File: config.mk
export PLATFORM = sky130hd
export DESIGN_NAME = encoder_pll_angle_tracker_top
export DESIGN_NICKNAME = d
export VERILOG_FILES = /design/src/rtl/core/epat_pkg.sv /design/src/rtl/core/encoder_pll_angle_tracker_top.sv
export SDC_FILE = /design/constraint.sdc
export NUM_CORES = 2
export LEC_CHECK = 0
export ABC_CLOCK_PERIOD_IN_PS = 27500
export BUFFER_PORTS_ARGS = -buffer_cell sky130_fd_sc_hd__buf_2
export CAP_MARGIN = 40
export CORE_UTILIZATION = 66
export CTS_BUF_LIST = sky130_fd_sc_hd__clkbuf_4 sky130_fd_sc_hd__clkbuf_8
export DETAILED_ROUTE_END_ITERATION = 10
export PLACE_DENSITY_LB_ADDON = 0.3
export SLEW_MARGIN = 20
export SYNTH_ARGS = -nofsm -noshare
export SYNTH_HDL_FRONTEND = slang
export SYNTH_SLANG_ARGS = --single-unit
File: constraint.sdc
create_clock -name clock -period 27.5 [get_ports clock]
set_input_delay 4.125 -clock clock [delete_from_list [all_inputs] [get_ports clock]]
set_output_delay 4.125 -clock clock [all_outputs]
set_load 0.05 [all_outputs]
File: src/rtl/core/epat_pkg.sv
// ----------------------------------------------------------------------------
// Encoder PLL angle tracker package
// Shared widths, reset values, codes and the microprogram ROM of the tracker.
// ----------------------------------------------------------------------------
package epat_pkg;

   // Widths
   localparam int COUNT_BITS_DEFAULT = 14;
   localparam int CSR_DATA_W         = 32;
   localparam int CSR_INDEX_W        = 3;
   localparam int INTERVAL_W         = 24;
   localparam int MUL_W              = 33;
   localparam int PROD_W             = 2 * MUL_W;
   localparam int ACC_W              = 50;
   localparam int K_W                = 30;
   localparam int STEP_W             = 4;

   // Register reset values
   localparam logic [31:0]           KP_RESET           = 32'd13107200;
   localparam logic [31:0]           KI_RESET           = 32'd10240000;
   localparam logic [INTERVAL_W-1:0] MAX_INTERVAL_RESET = 24'd16777;
   localparam logic [30:0]           GLITCH_RESET       = 31'd429496730;
   localparam logic [6:0]            POLE_PAIRS_RESET   = 7'd7;

   // Two pi in Q3.20
   localparam logic [22:0] TWO_PI_Q20 = 23'd6588397;

   // Register indexes
   typedef enum logic [CSR_INDEX_W-1:0] {
      CSR_KP_GAIN      = 3'd0,
      CSR_KI_GAIN      = 3'd1,
      CSR_MAX_INTERVAL = 3'd2,
      CSR_GLITCH       = 3'd3,
      CSR_POLE_PAIRS   = 3'd4,
      CSR_DIRECTION    = 3'd5,
      CSR_ELEC_OFFSET  = 3'd6
   } csr_index_type;

   // Update causes
   typedef enum logic [1:0] {
      CAUSE_TRACKED  = 2'd0,
      CAUSE_INTERVAL = 2'd1,
      CAUSE_SEED     = 2'd2,
      CAUSE_GLITCH   = 2'd3
   } cause_type;

   // Multiplier operand selects
   typedef enum logic [3:0] {
      A_KP, A_KI, A_RH, A_RL, A_P0, A_P1, A_P2, A_PP, A_POS, A_VEL
   } mul_a_type;

   typedef enum logic [2:0] {
      B_ERR, B_DT, B_PP, B_TWOPI, B_K
   } mul_b_type;

   // Datapath operations
   typedef enum logic [3:0] {
      OP_NOP, OP_LOAD, OP_CHECK, OP_RATE, OP_SAVE_P, OP_POS_HI, OP_POS_LO,
      OP_T0, OP_T1, OP_NV, OP_SAT, OP_K, OP_ANG, OP_EVEL, OP_OUT
   } op_type;

   // Sequencer jump conditions
   typedef enum logic [1:0] {
      JC_NONE,      // fall through
      JC_WAIT_REQ,  // hold until a request beat, then jump
      JC_RESEED,    // jump when the sample re-seeds the estimate
      JC_WAIT_OUT   // hold until the result register is free, then jump
   } jump_type;

   // Jump targets
   localparam logic [STEP_W-1:0] STEP_IDLE  = 4'd0;
   localparam logic [STEP_W-1:0] STEP_CHECK = 4'd1;
   localparam logic [STEP_W-1:0] STEP_ELEC  = 4'd11;
   localparam logic [STEP_W-1:0] STEP_OUT   = 4'd15;

   typedef struct packed {
      mul_a_type         mul_a;
      mul_b_type         mul_b;
      op_type            op;
      jump_type          jump;
      logic [STEP_W-1:0] target;
   } ctrl_word_type;

   function automatic ctrl_word_type cw_make(input mul_a_type a, input mul_b_type b,
                                             input op_type o, input jump_type j,
                                             input logic [STEP_W-1:0] t);
      ctrl_word_type w;
      w.mul_a  = a;
      w.mul_b  = b;
      w.op     = o;
      w.jump   = j;
      w.target = t;
      return w;
   endfunction

   // Microprogram: the multiply issued in one step is consumed in the next
   function automatic ctrl_word_type ucode(input logic [STEP_W-1:0] step);
      ctrl_word_type w;
      unique case (step)
         4'd0:    w = cw_make(A_KP,  B_ERR,   OP_LOAD,   JC_WAIT_REQ, STEP_CHECK);
         4'd1:    w = cw_make(A_KP,  B_ERR,   OP_CHECK,  JC_RESEED,   STEP_ELEC);
         4'd2:    w = cw_make(A_KP,  B_ERR,   OP_NOP,    JC_NONE,     STEP_IDLE);
         4'd3:    w = cw_make(A_KI,  B_ERR,   OP_RATE,   JC_NONE,     STEP_IDLE);
         4'd4:    w = cw_make(A_RH,  B_DT,    OP_SAVE_P, JC_NONE,     STEP_IDLE);
         4'd5:    w = cw_make(A_RL,  B_DT,    OP_POS_HI, JC_NONE,     STEP_IDLE);
         4'd6:    w = cw_make(A_P0,  B_DT,    OP_POS_LO, JC_NONE,     STEP_IDLE);
         4'd7:    w = cw_make(A_P1,  B_DT,    OP_T0,     JC_NONE,     STEP_IDLE);
         4'd8:    w = cw_make(A_P2,  B_DT,    OP_T1,     JC_NONE,     STEP_IDLE);
         4'd9:    w = cw_make(A_PP,  B_TWOPI, OP_NV,     JC_NONE,     STEP_IDLE);
         4'd10:   w = cw_make(A_PP,  B_TWOPI, OP_SAT,    JC_NONE,     STEP_IDLE);
         4'd11:   w = cw_make(A_PP,  B_TWOPI, OP_NOP,    JC_NONE,     STEP_IDLE);
         4'd12:   w = cw_make(A_POS, B_PP,    OP_K,      JC_NONE,     STEP_IDLE);
         4'd13:   w = cw_make(A_VEL, B_K,     OP_ANG,    JC_NONE,     STEP_IDLE);
         4'd14:   w = cw_make(A_VEL, B_K,     OP_EVEL,   JC_NONE,     STEP_IDLE);
         default: w = cw_make(A_VEL, B_K,     OP_OUT,    JC_WAIT_OUT, STEP_IDLE);
      endcase
      return w;
   endfunction

endpackage

File: src/rtl/core/encoder_pll_angle_tracker_top.sv
// ----------------------------------------------------------------------------
// Encoder PLL angle tracker: microcoded second-order observer, one multiplier
// A request beat is taken only in the idle step; the input stalls until the program returns there.
// Work per sample is set by the 16-step microprogram; a re-seed skips the tracking steps,
// and every product runs through one shared 33x33 multiplier.
// Reset: synchronous; registers to defaults, estimate cleared and not seeded.
// ----------------------------------------------------------------------------
module encoder_pll_angle_tracker_top
   import epat_pkg::*;
#(
   parameter int COUNT_BITS = COUNT_BITS_DEFAULT
) (
   input  logic                    clock,
   input  logic                    reset,

   input  logic                    csr_write_en,
   input  logic [CSR_INDEX_W-1:0]  csr_index,
   input  logic [CSR_DATA_W-1:0]   csr_wdata,

   input  logic                    req_valid,
   output logic                    req_stall,
   input  logic [COUNT_BITS-1:0]   req_raw_count,
   input  logic [INTERVAL_W-1:0]   req_interval,

   output logic                    rsp_valid,
   input  logic                    rsp_stall,
   output logic signed [31:0]      rsp_mech_position,
   output logic signed [31:0]      rsp_mech_velocity,
   output logic signed [15:0]      rsp_elec_angle,
   output logic signed [47:0]      rsp_elec_velocity,
   output logic [1:0]              rsp_update_cause
);

   // Sequencer
   logic [STEP_W-1:0] pc_ff, pc_in;
   ctrl_word_type     cw;

   // Configuration registers
   logic [31:0]           kp_ff, kp_in;
   logic [31:0]           ki_ff, ki_in;
   logic [INTERVAL_W-1:0] max_int_ff, max_int_in;
   logic [30:0]           thr_ff, thr_in;
   logic [6:0]            pp_ff, pp_in;
   logic                  dir_ff, dir_in;
   logic [15:0]           offs_ff, offs_in;

   // Observer state
   logic [31:0]        pos_ff, pos_in;
   logic signed [31:0] vel_ff, vel_in;
   logic               seeded_ff, seeded_in;

   // Working registers
   logic [31:0]              meas_ff, meas_in;
   logic [INTERVAL_W-1:0]    dt_ff, dt_in;
   logic signed [31:0]       err_ff, err_in;
   cause_type                cause_ff, cause_in;
   logic signed [ACC_W-1:0]  acc_ff, acc_in;
   logic signed [63:0]       p_ff, p_in;
   logic [K_W-1:0]           k_ff, k_in;
   logic signed [PROD_W-1:0] prod_ff, prod_in;
   logic [15:0]              ang_ff, ang_in;
   logic [47:0]              ev_ff, ev_in;

   // Result register
   logic        rsp_valid_ff, rsp_valid_in;
   logic [31:0] rsp_pos_ff, rsp_pos_in;
   logic [31:0] rsp_vel_ff, rsp_vel_in;
   logic [15:0] rsp_ang_ff, rsp_ang_in;
   logic [47:0] rsp_ev_ff, rsp_ev_in;
   cause_type   rsp_cause_ff, rsp_cause_in;

   // Combinational helpers
   logic                     accept;
   logic                     out_free;
   logic                     out_load;
   logic [31:0]              err_now;
   logic [31:0]              err_mag;
   logic                     interval_bad;
   logic                     glitch;
   logic                     reseed_now;
   cause_type                cause_now;
   logic signed [MUL_W-1:0]  a_op;
   logic signed [MUL_W-1:0]  b_op;
   logic                     sat_hi;
   logic                     sat_lo;
   logic [31:0]              e_dir;
   logic signed [PROD_W-1:0] ev_round;
   logic [47:0]              ev_dir;

   assign cw        = ucode(pc_ff);
   assign req_stall = (pc_ff != STEP_IDLE);
   assign accept    = req_valid && !req_stall;
   assign out_free  = !rsp_valid_ff || !rsp_stall;
   assign out_load  = (cw.op == OP_OUT) && out_free;

   // Classify the sample against the current estimate
   assign err_now      = meas_ff - pos_ff;
   assign err_mag      = err_now[31] ? (32'd0 - err_now) : err_now;
   assign interval_bad = (dt_ff == '0) || (dt_ff > max_int_ff);
   assign glitch       = err_mag > {1'b0, thr_ff};
   assign reseed_now   = interval_bad || !seeded_ff || glitch;

   always_comb begin
      priority if (interval_bad) begin
         cause_now = CAUSE_INTERVAL;
      end else if (!seeded_ff) begin
         cause_now = CAUSE_SEED;
      end else if (glitch) begin
         cause_now = CAUSE_GLITCH;
      end else begin
         cause_now = CAUSE_TRACKED;
      end
   end

   // Select multiplier operands
   always_comb begin
      unique case (cw.mul_a)
         A_KP:    a_op = {1'b0, kp_ff};
         A_KI:    a_op = {1'b0, ki_ff};
         A_RH:    a_op = {{7{acc_ff[ACC_W-1]}}, acc_ff[ACC_W-1:24]};
         A_RL:    a_op = {9'b0, acc_ff[23:0]};
         A_P0:    a_op = {9'b0, p_ff[23:0]};
         A_P1:    a_op = {9'b0, p_ff[47:24]};
         A_P2:    a_op = {{17{p_ff[63]}}, p_ff[63:48]};
         A_PP:    a_op = {26'b0, pp_ff};
         A_POS:   a_op = {1'b0, pos_ff};
         A_VEL:   a_op = {vel_ff[31], vel_ff};
         default: a_op = '0;
      endcase
      unique case (cw.mul_b)
         B_ERR:   b_op = {err_ff[31], err_ff};
         B_DT:    b_op = {9'b0, dt_ff};
         B_PP:    b_op = {26'b0, pp_ff};
         B_TWOPI: b_op = {10'b0, TWO_PI_Q20};
         B_K:     b_op = {3'b0, k_ff};
         default: b_op = '0;
      endcase
   end

   assign prod_in = a_op * b_op;

   // Saturation and electrical terms
   assign sat_hi   = !acc_ff[ACC_W-1] && (acc_ff[ACC_W-2:31] != '0);
   assign sat_lo   = acc_ff[ACC_W-1] && (acc_ff[ACC_W-2:31] != '1);
   assign e_dir    = dir_ff ? (32'd0 - prod_ff[31:0]) : prod_ff[31:0];
   assign ev_round = (prod_ff + $signed(PROD_W'(8))) >>> 4;
   assign ev_dir   = dir_ff ? (48'd0 - ev_round[47:0]) : ev_round[47:0];

   // Next program step
   always_comb begin
      unique case (cw.jump)
         JC_NONE:     pc_in = pc_ff + STEP_W'(1);
         JC_WAIT_REQ: pc_in = req_valid ? cw.target : pc_ff;
         JC_RESEED:   pc_in = reseed_now ? cw.target : pc_ff + STEP_W'(1);
         JC_WAIT_OUT: pc_in = out_free ? cw.target : pc_ff;
         default:     pc_in = STEP_IDLE;
      endcase
   end

   // Datapath operations and register writes
   always_comb begin
      kp_in      = kp_ff;
      ki_in      = ki_ff;
      max_int_in = max_int_ff;
      thr_in     = thr_ff;
      pp_in      = pp_ff;
      dir_in     = dir_ff;
      offs_in    = offs_ff;
      pos_in     = pos_ff;
      vel_in     = vel_ff;
      seeded_in  = seeded_ff;
      meas_in    = meas_ff;
      dt_in      = dt_ff;
      err_in     = err_ff;
      cause_in   = cause_ff;
      acc_in     = acc_ff;
      p_in       = p_ff;
      k_in       = k_ff;
      ang_in     = ang_ff;
      ev_in      = ev_ff;

      // configuration write
      if (csr_write_en) begin
         unique case (csr_index_type'(csr_index))
            CSR_KP_GAIN:      kp_in      = csr_wdata;
            CSR_KI_GAIN:      ki_in      = csr_wdata;
            CSR_MAX_INTERVAL: max_int_in = csr_wdata[INTERVAL_W-1:0];
            CSR_GLITCH:       thr_in     = csr_wdata[30:0];
            CSR_POLE_PAIRS:   pp_in      = csr_wdata[6:0];
            CSR_DIRECTION:    dir_in     = csr_wdata[0];
            CSR_ELEC_OFFSET:  offs_in    = csr_wdata[15:0];
            default: ;
         endcase
      end

      unique case (cw.op)
         OP_LOAD: begin
            if (accept) begin
               meas_in = {req_raw_count, {(32 - COUNT_BITS){1'b0}}};
               dt_in   = req_interval;
            end
         end
         OP_CHECK: begin
            err_in   = err_now;
            cause_in = cause_now;
            if (reseed_now) begin
               pos_in    = meas_ff;
               vel_in    = '0;
               seeded_in = 1'b1;
            end
         end
         // rate = vel * 2^16 + floor(kp * err / 2^16), Q.32 rev/s
         OP_RATE:   acc_in = {{2{vel_ff[31]}}, vel_ff, 16'b0} + prod_ff[PROD_W-1:16];
         OP_SAVE_P: p_in   = prod_ff[63:0];
         OP_POS_HI: pos_in = pos_ff + prod_ff[31:0];
         OP_POS_LO: pos_in = pos_ff + {8'b0, prod_ff[47:24]};
         OP_T0:     acc_in = {26'b0, prod_ff[47:24]};
         OP_T1:     acc_in = acc_ff + {2'b0, prod_ff[47:0]};
         // vel + floor(ki * err * dt / 2^48)
         OP_NV: begin
            acc_in = {{18{vel_ff[31]}}, vel_ff} + prod_ff[ACC_W-1:0]
                     + {24'b0, acc_ff[ACC_W-1:24]};
         end
         OP_SAT: begin
            if (sat_hi) begin
               vel_in = 32'sh7fffffff;
            end else if (sat_lo) begin
               vel_in = 32'sh80000000;
            end else begin
               vel_in = acc_ff[31:0];
            end
         end
         OP_K:    k_in   = prod_ff[K_W-1:0];
         OP_ANG:  ang_in = e_dir[31:16] + offs_ff;
         OP_EVEL: ev_in  = ev_dir;
         default: ;
      endcase
   end

   // Result register
   always_comb begin
      rsp_pos_in   = rsp_pos_ff;
      rsp_vel_in   = rsp_vel_ff;
      rsp_ang_in   = rsp_ang_ff;
      rsp_ev_in    = rsp_ev_ff;
      rsp_cause_in = rsp_cause_ff;
      if (out_load) begin
         rsp_valid_in = 1'b1;
         rsp_pos_in   = pos_ff;
         rsp_vel_in   = vel_ff;
         rsp_ang_in   = ang_ff;
         rsp_ev_in    = ev_ff;
         rsp_cause_in = cause_ff;
      end else begin
         rsp_valid_in = rsp_valid_ff && rsp_stall;
      end
   end

   // Control, configuration and observer state
   always_ff @(posedge clock) begin
      if (reset) begin
         pc_ff        <= STEP_IDLE;
         rsp_valid_ff <= 1'b0;
         kp_ff        <= KP_RESET;
         ki_ff        <= KI_RESET;
         max_int_ff   <= MAX_INTERVAL_RESET;
         thr_ff       <= GLITCH_RESET;
         pp_ff        <= POLE_PAIRS_RESET;
         dir_ff       <= 1'b0;
         offs_ff      <= '0;
         pos_ff       <= '0;
         vel_ff       <= '0;
         seeded_ff    <= 1'b0;
      end else begin
         pc_ff        <= pc_in;
         rsp_valid_ff <= rsp_valid_in;
         kp_ff        <= kp_in;
         ki_ff        <= ki_in;
         max_int_ff   <= max_int_in;
         thr_ff       <= thr_in;
         pp_ff        <= pp_in;
         dir_ff       <= dir_in;
         offs_ff      <= offs_in;
         pos_ff       <= pos_in;
         vel_ff       <= vel_in;
         seeded_ff    <= seeded_in;
      end
   end

   // Payload registers
   always_ff @(posedge clock) begin
      meas_ff      <= meas_in;
      dt_ff        <= dt_in;
      err_ff       <= err_in;
      cause_ff     <= cause_in;
      acc_ff       <= acc_in;
      p_ff         <= p_in;
      k_ff         <= k_in;
      prod_ff      <= prod_in;
      ang_ff       <= ang_in;
      ev_ff        <= ev_in;
      rsp_pos_ff   <= rsp_pos_in;
      rsp_vel_ff   <= rsp_vel_in;
      rsp_ang_ff   <= rsp_ang_in;
      rsp_ev_ff    <= rsp_ev_in;
      rsp_cause_ff <= rsp_cause_in;
   end

   assign rsp_valid         = rsp_valid_ff;
   assign rsp_mech_position = rsp_pos_ff;
   assign rsp_mech_velocity = rsp_vel_ff;
   assign rsp_elec_angle    = rsp_ang_ff;
   assign rsp_elec_velocity = rsp_ev_ff;
   assign rsp_update_cause  = rsp_cause_ff;

`ifndef SYNTHESIS
   // An accepted beat starts the program, so the input stalls next cycle
   a_busy_after_accept: assert property (@(posedge clock) disable iff (reset)
      accept |=> req_stall)
      else $error("input not stalled after request beat");

   // Every delivered result comes from a seeded estimate
   a_seeded_on_result: assert property (@(posedge clock) disable iff (reset)
      $rose(rsp_valid) |-> seeded_ff)
      else $error("result without seeded estimate");

   // A re-seed clears the velocity
   a_reseed_zero_vel: assert property (@(posedge clock) disable iff (reset)
      (rsp_valid && (rsp_update_cause != CAUSE_TRACKED)) |-> (rsp_mech_velocity == 0))
      else $error("re-seed result with nonzero velocity");

   // Loading the result returns the sequencer to idle
   a_out_to_idle: assert property (@(posedge clock) disable iff (reset)
      out_load |=> (pc_ff == STEP_IDLE) && rsp_valid)
      else $error("sequencer did not return to idle after result");
`endif

endmodule
==> results.txt <==
Arrival @ worst endpoint: 11.60 ns
Max Cap Viol: 0
Buffers on Ports: 209
Design Area, Final: 85,300 um^2
htree depth: 3
Hold Path Stages: 0
flops & latches, synth: 704
CTS buffer count: 109
hold path endpoint: rsp_elec_angle[2]
DIE AREA: 121,000 um^2
Final Max Tran Viols: 0
R2R cell count: 36
Yosys top cell area share: 29.8%
Clk Latency, worst-skew pair: 0.82 ns
std cell rows: 126
Setup TNS Final: 0 ns
CP Capture Type: flop
Worst Slack Setup Final: 16.63 ns
commonest cells in the netlist: inv_1 (1,288), fa_1 (1,177), nand2_1 (1,164)
Reg clk slew, reported paths: 0.08 ns
remaining antenna violation count after routing: 0
post-synthesis sequential area ratio: 23.0%
Ys Warns: 0
reg2reg end: prod_ff[62]
top-count cell post-synth: inv_1
Area contributors post-synth: fa_1 (30%), edfxtp_1 (16%), ha_1 (7.8%)
final net count: 10,400
Final Hold Viols: 0
Post-CTS Hold Buffers: 0
starting DRC count in detailed routing: 9,394
synth unique cells: 97
first-pass GRT wire length: 423,000 um
Residual DRC: 0
Core ar.: 118,000 um^2
Post-Syn Nets: 10,300
post_cts resized: 0
Gate Count Post-Synth: 8,530
GPL Wtd Cong: 1.05
part of the cycle the worst path needs: 39.5%
Worst Hold Class: reg -> reg
drt pass-1 iters: 8
cell mode on critical path: fa_1
largest net degree at the start of global routing: 78
via count: 67,100
pre-CTS WS: 16.73 ns
EDFF count, synth: 410
max_slew headroom: 37.4%
vias in the first global route: 66,700
outcome: completed
total grt overflow: 0
non-filler cells, final: 10,400
average wire per standard cell: 27.7 um
Mapped Area: 79,000 um^2
GRT Overall Usage: 47.9%
Worst Setup Path Type: reg -> reg
clock sinks: 704
FF-to-FF Start: cw[13]
CP max stage cell: dfxtp_1
ys async rst share: 0%
Die Span Y: 348 um
placed cell count: 10,100
Via density: 6.47
effective utilization at floorplan: 66.7%
nature of the critical path startpoint: flop
final WL: 288,000 um
top cell type by total area after synthesis: fa_1
Root Buffer: clkbuf_8
FILL cells: 9,006
Final setup viols: 0
main flop type after synthesis: edfxtp_1
HP Start: ang_ff[2]
DP HPWL: 219,000 um
RSZ-0062 raised after global routing: no
width of the die: 348 um
clk buf depth: 3
initial antenna violation count: 26
P&R area growth vs syn: 7.91%
Crit path required time: 28.23 ns
I/O pin cnt: 210
Crit path largest cell delay: 0.66 ns
Post-CTS Setup Repair Bufs: 0
Max Fanout on Critical Path: 21
R2R setup slack: 16.63 ns
skew final: 0.0349 ns
share of layout cells above drive strength 1: 8.96%
clock period minus worst slack: 10.87 ns
synthesized area per cell: 9.26 um^2
placed cell area: 82,600 um^2
CTS tree: built
Tightest Pin Transition: 0.940 ns
fmax: 0.0920 GHz
## kinds of logic after synthesis
| logic type | count (synthesis) | synth area share [%] |
|---|---|---|
| xor gates and xnor gates | 396 | 4.39 |
| and+or+nand+nor | 2586 | 14.4 |
| AOI/OAI and AO/OA | 1363 | 11.1 |
| buffers and inverters | 1720 | 8.19 |
| muxes | 89 | 1.21 |
| DFF | 704 | 23.0 |
| adders and majority gates | 1672 | 37.7 |
## final cells by class
cell class,instances,area (um^2),share of cell area [%]
multi-input combinational,6106,54600,64.0
sequential,704,18200,21.3
inverter,1290,4840,5.68
clock buffer,156,1950,2.28
antenna,23,57.6,0.0675
tap,1600,2000,2.35
timing repair buffer,446,3110,3.64
clock inverter,51,523,0.613
## routing by layer
metal | vias to the layer above | wire, um | share of wire (%) | track usage, %
met5 | - | 81 | 0.028 | 0
met4 | 10 | 23400 | 8.1 | 31.5
met3 | 1332 | 44400 | 15 | 16.1
met2 | 5082 | 120000 | 42 | 69.0
met1 | 32700 | 99900 | 35 | 61.7
li1 | 28000 | - | - | -
## worst max-delay path: cells and delay by family, from the launching register on
kind	cells	cell delay, ns
AOI/OAI and AO/OA	7	1.99
xor gates and xnor gates	1	0.16
adders and majority gates	9	4.41
buffers and inverters	9	1.46
DFF	1	0.66
and+or+nand+nor	10	2.11
## worst max path at each step
stage,start,endpoint,cells after the start
2_1_floorplan,rsp_stall,rsp_elec_angle[0],1
3_3_place_gp,cw[13],prod_ff[62],33
3_5_place_dp,cw[13],prod_ff[62],34
4_1_cts,cw[13],prod_ff[62],34
5_1_grt,cw[13],prod_ff[62],37
6_report,cw[13],prod_ff[62],36
## placed cells by master, fill, tap and decap left out, types with 70 or more instances in the layout
cell	n
nand4_1	70
a21o_1	159
dfxtp_1	293
ha_1	495
xnor2_1	262
o21ai_0	237
inv_1	1288
nand3_1	110
a22oi_1	110
nor2_1	726
fa_1	1177
xor2_1	134
buf_4	199
a21oi_1	428
clkbuf_8	124
edfxtp_1	410
nand2_1	1164
buf_2	212
nor3_1	74
## registers in the layout, indices dropped and copies added, names as in the netlist, 32 cells and up
name / cells
kp_ff: 32
rsp_mech_position: 32
acc_ff: 50
rsp_mech_velocity: 32
rsp_elec_velocity: 48
p_ff: 64
pos_ff: 32
ev_ff: 48
vel_ff: 32
err_ff: 32
prod_ff: 66
ki_ff: 32
## per-stage QoR
| stage | util, % | hold slack, ns |
|---|---|---|
| after CTS | 71.8 | 0.406 |
| after detailed placement | 69.8 | 0.405 |
| final | 72.0 | 0.405 |
| after floorplan | - | 0.400 |
| after global routing | 72.0 | 0.412 |
| after global placement | 69.4 | 0.401 |
Power is not shown: default switching activity piles up to over one toggle a cycle in this logic, so the estimate is an artifact.
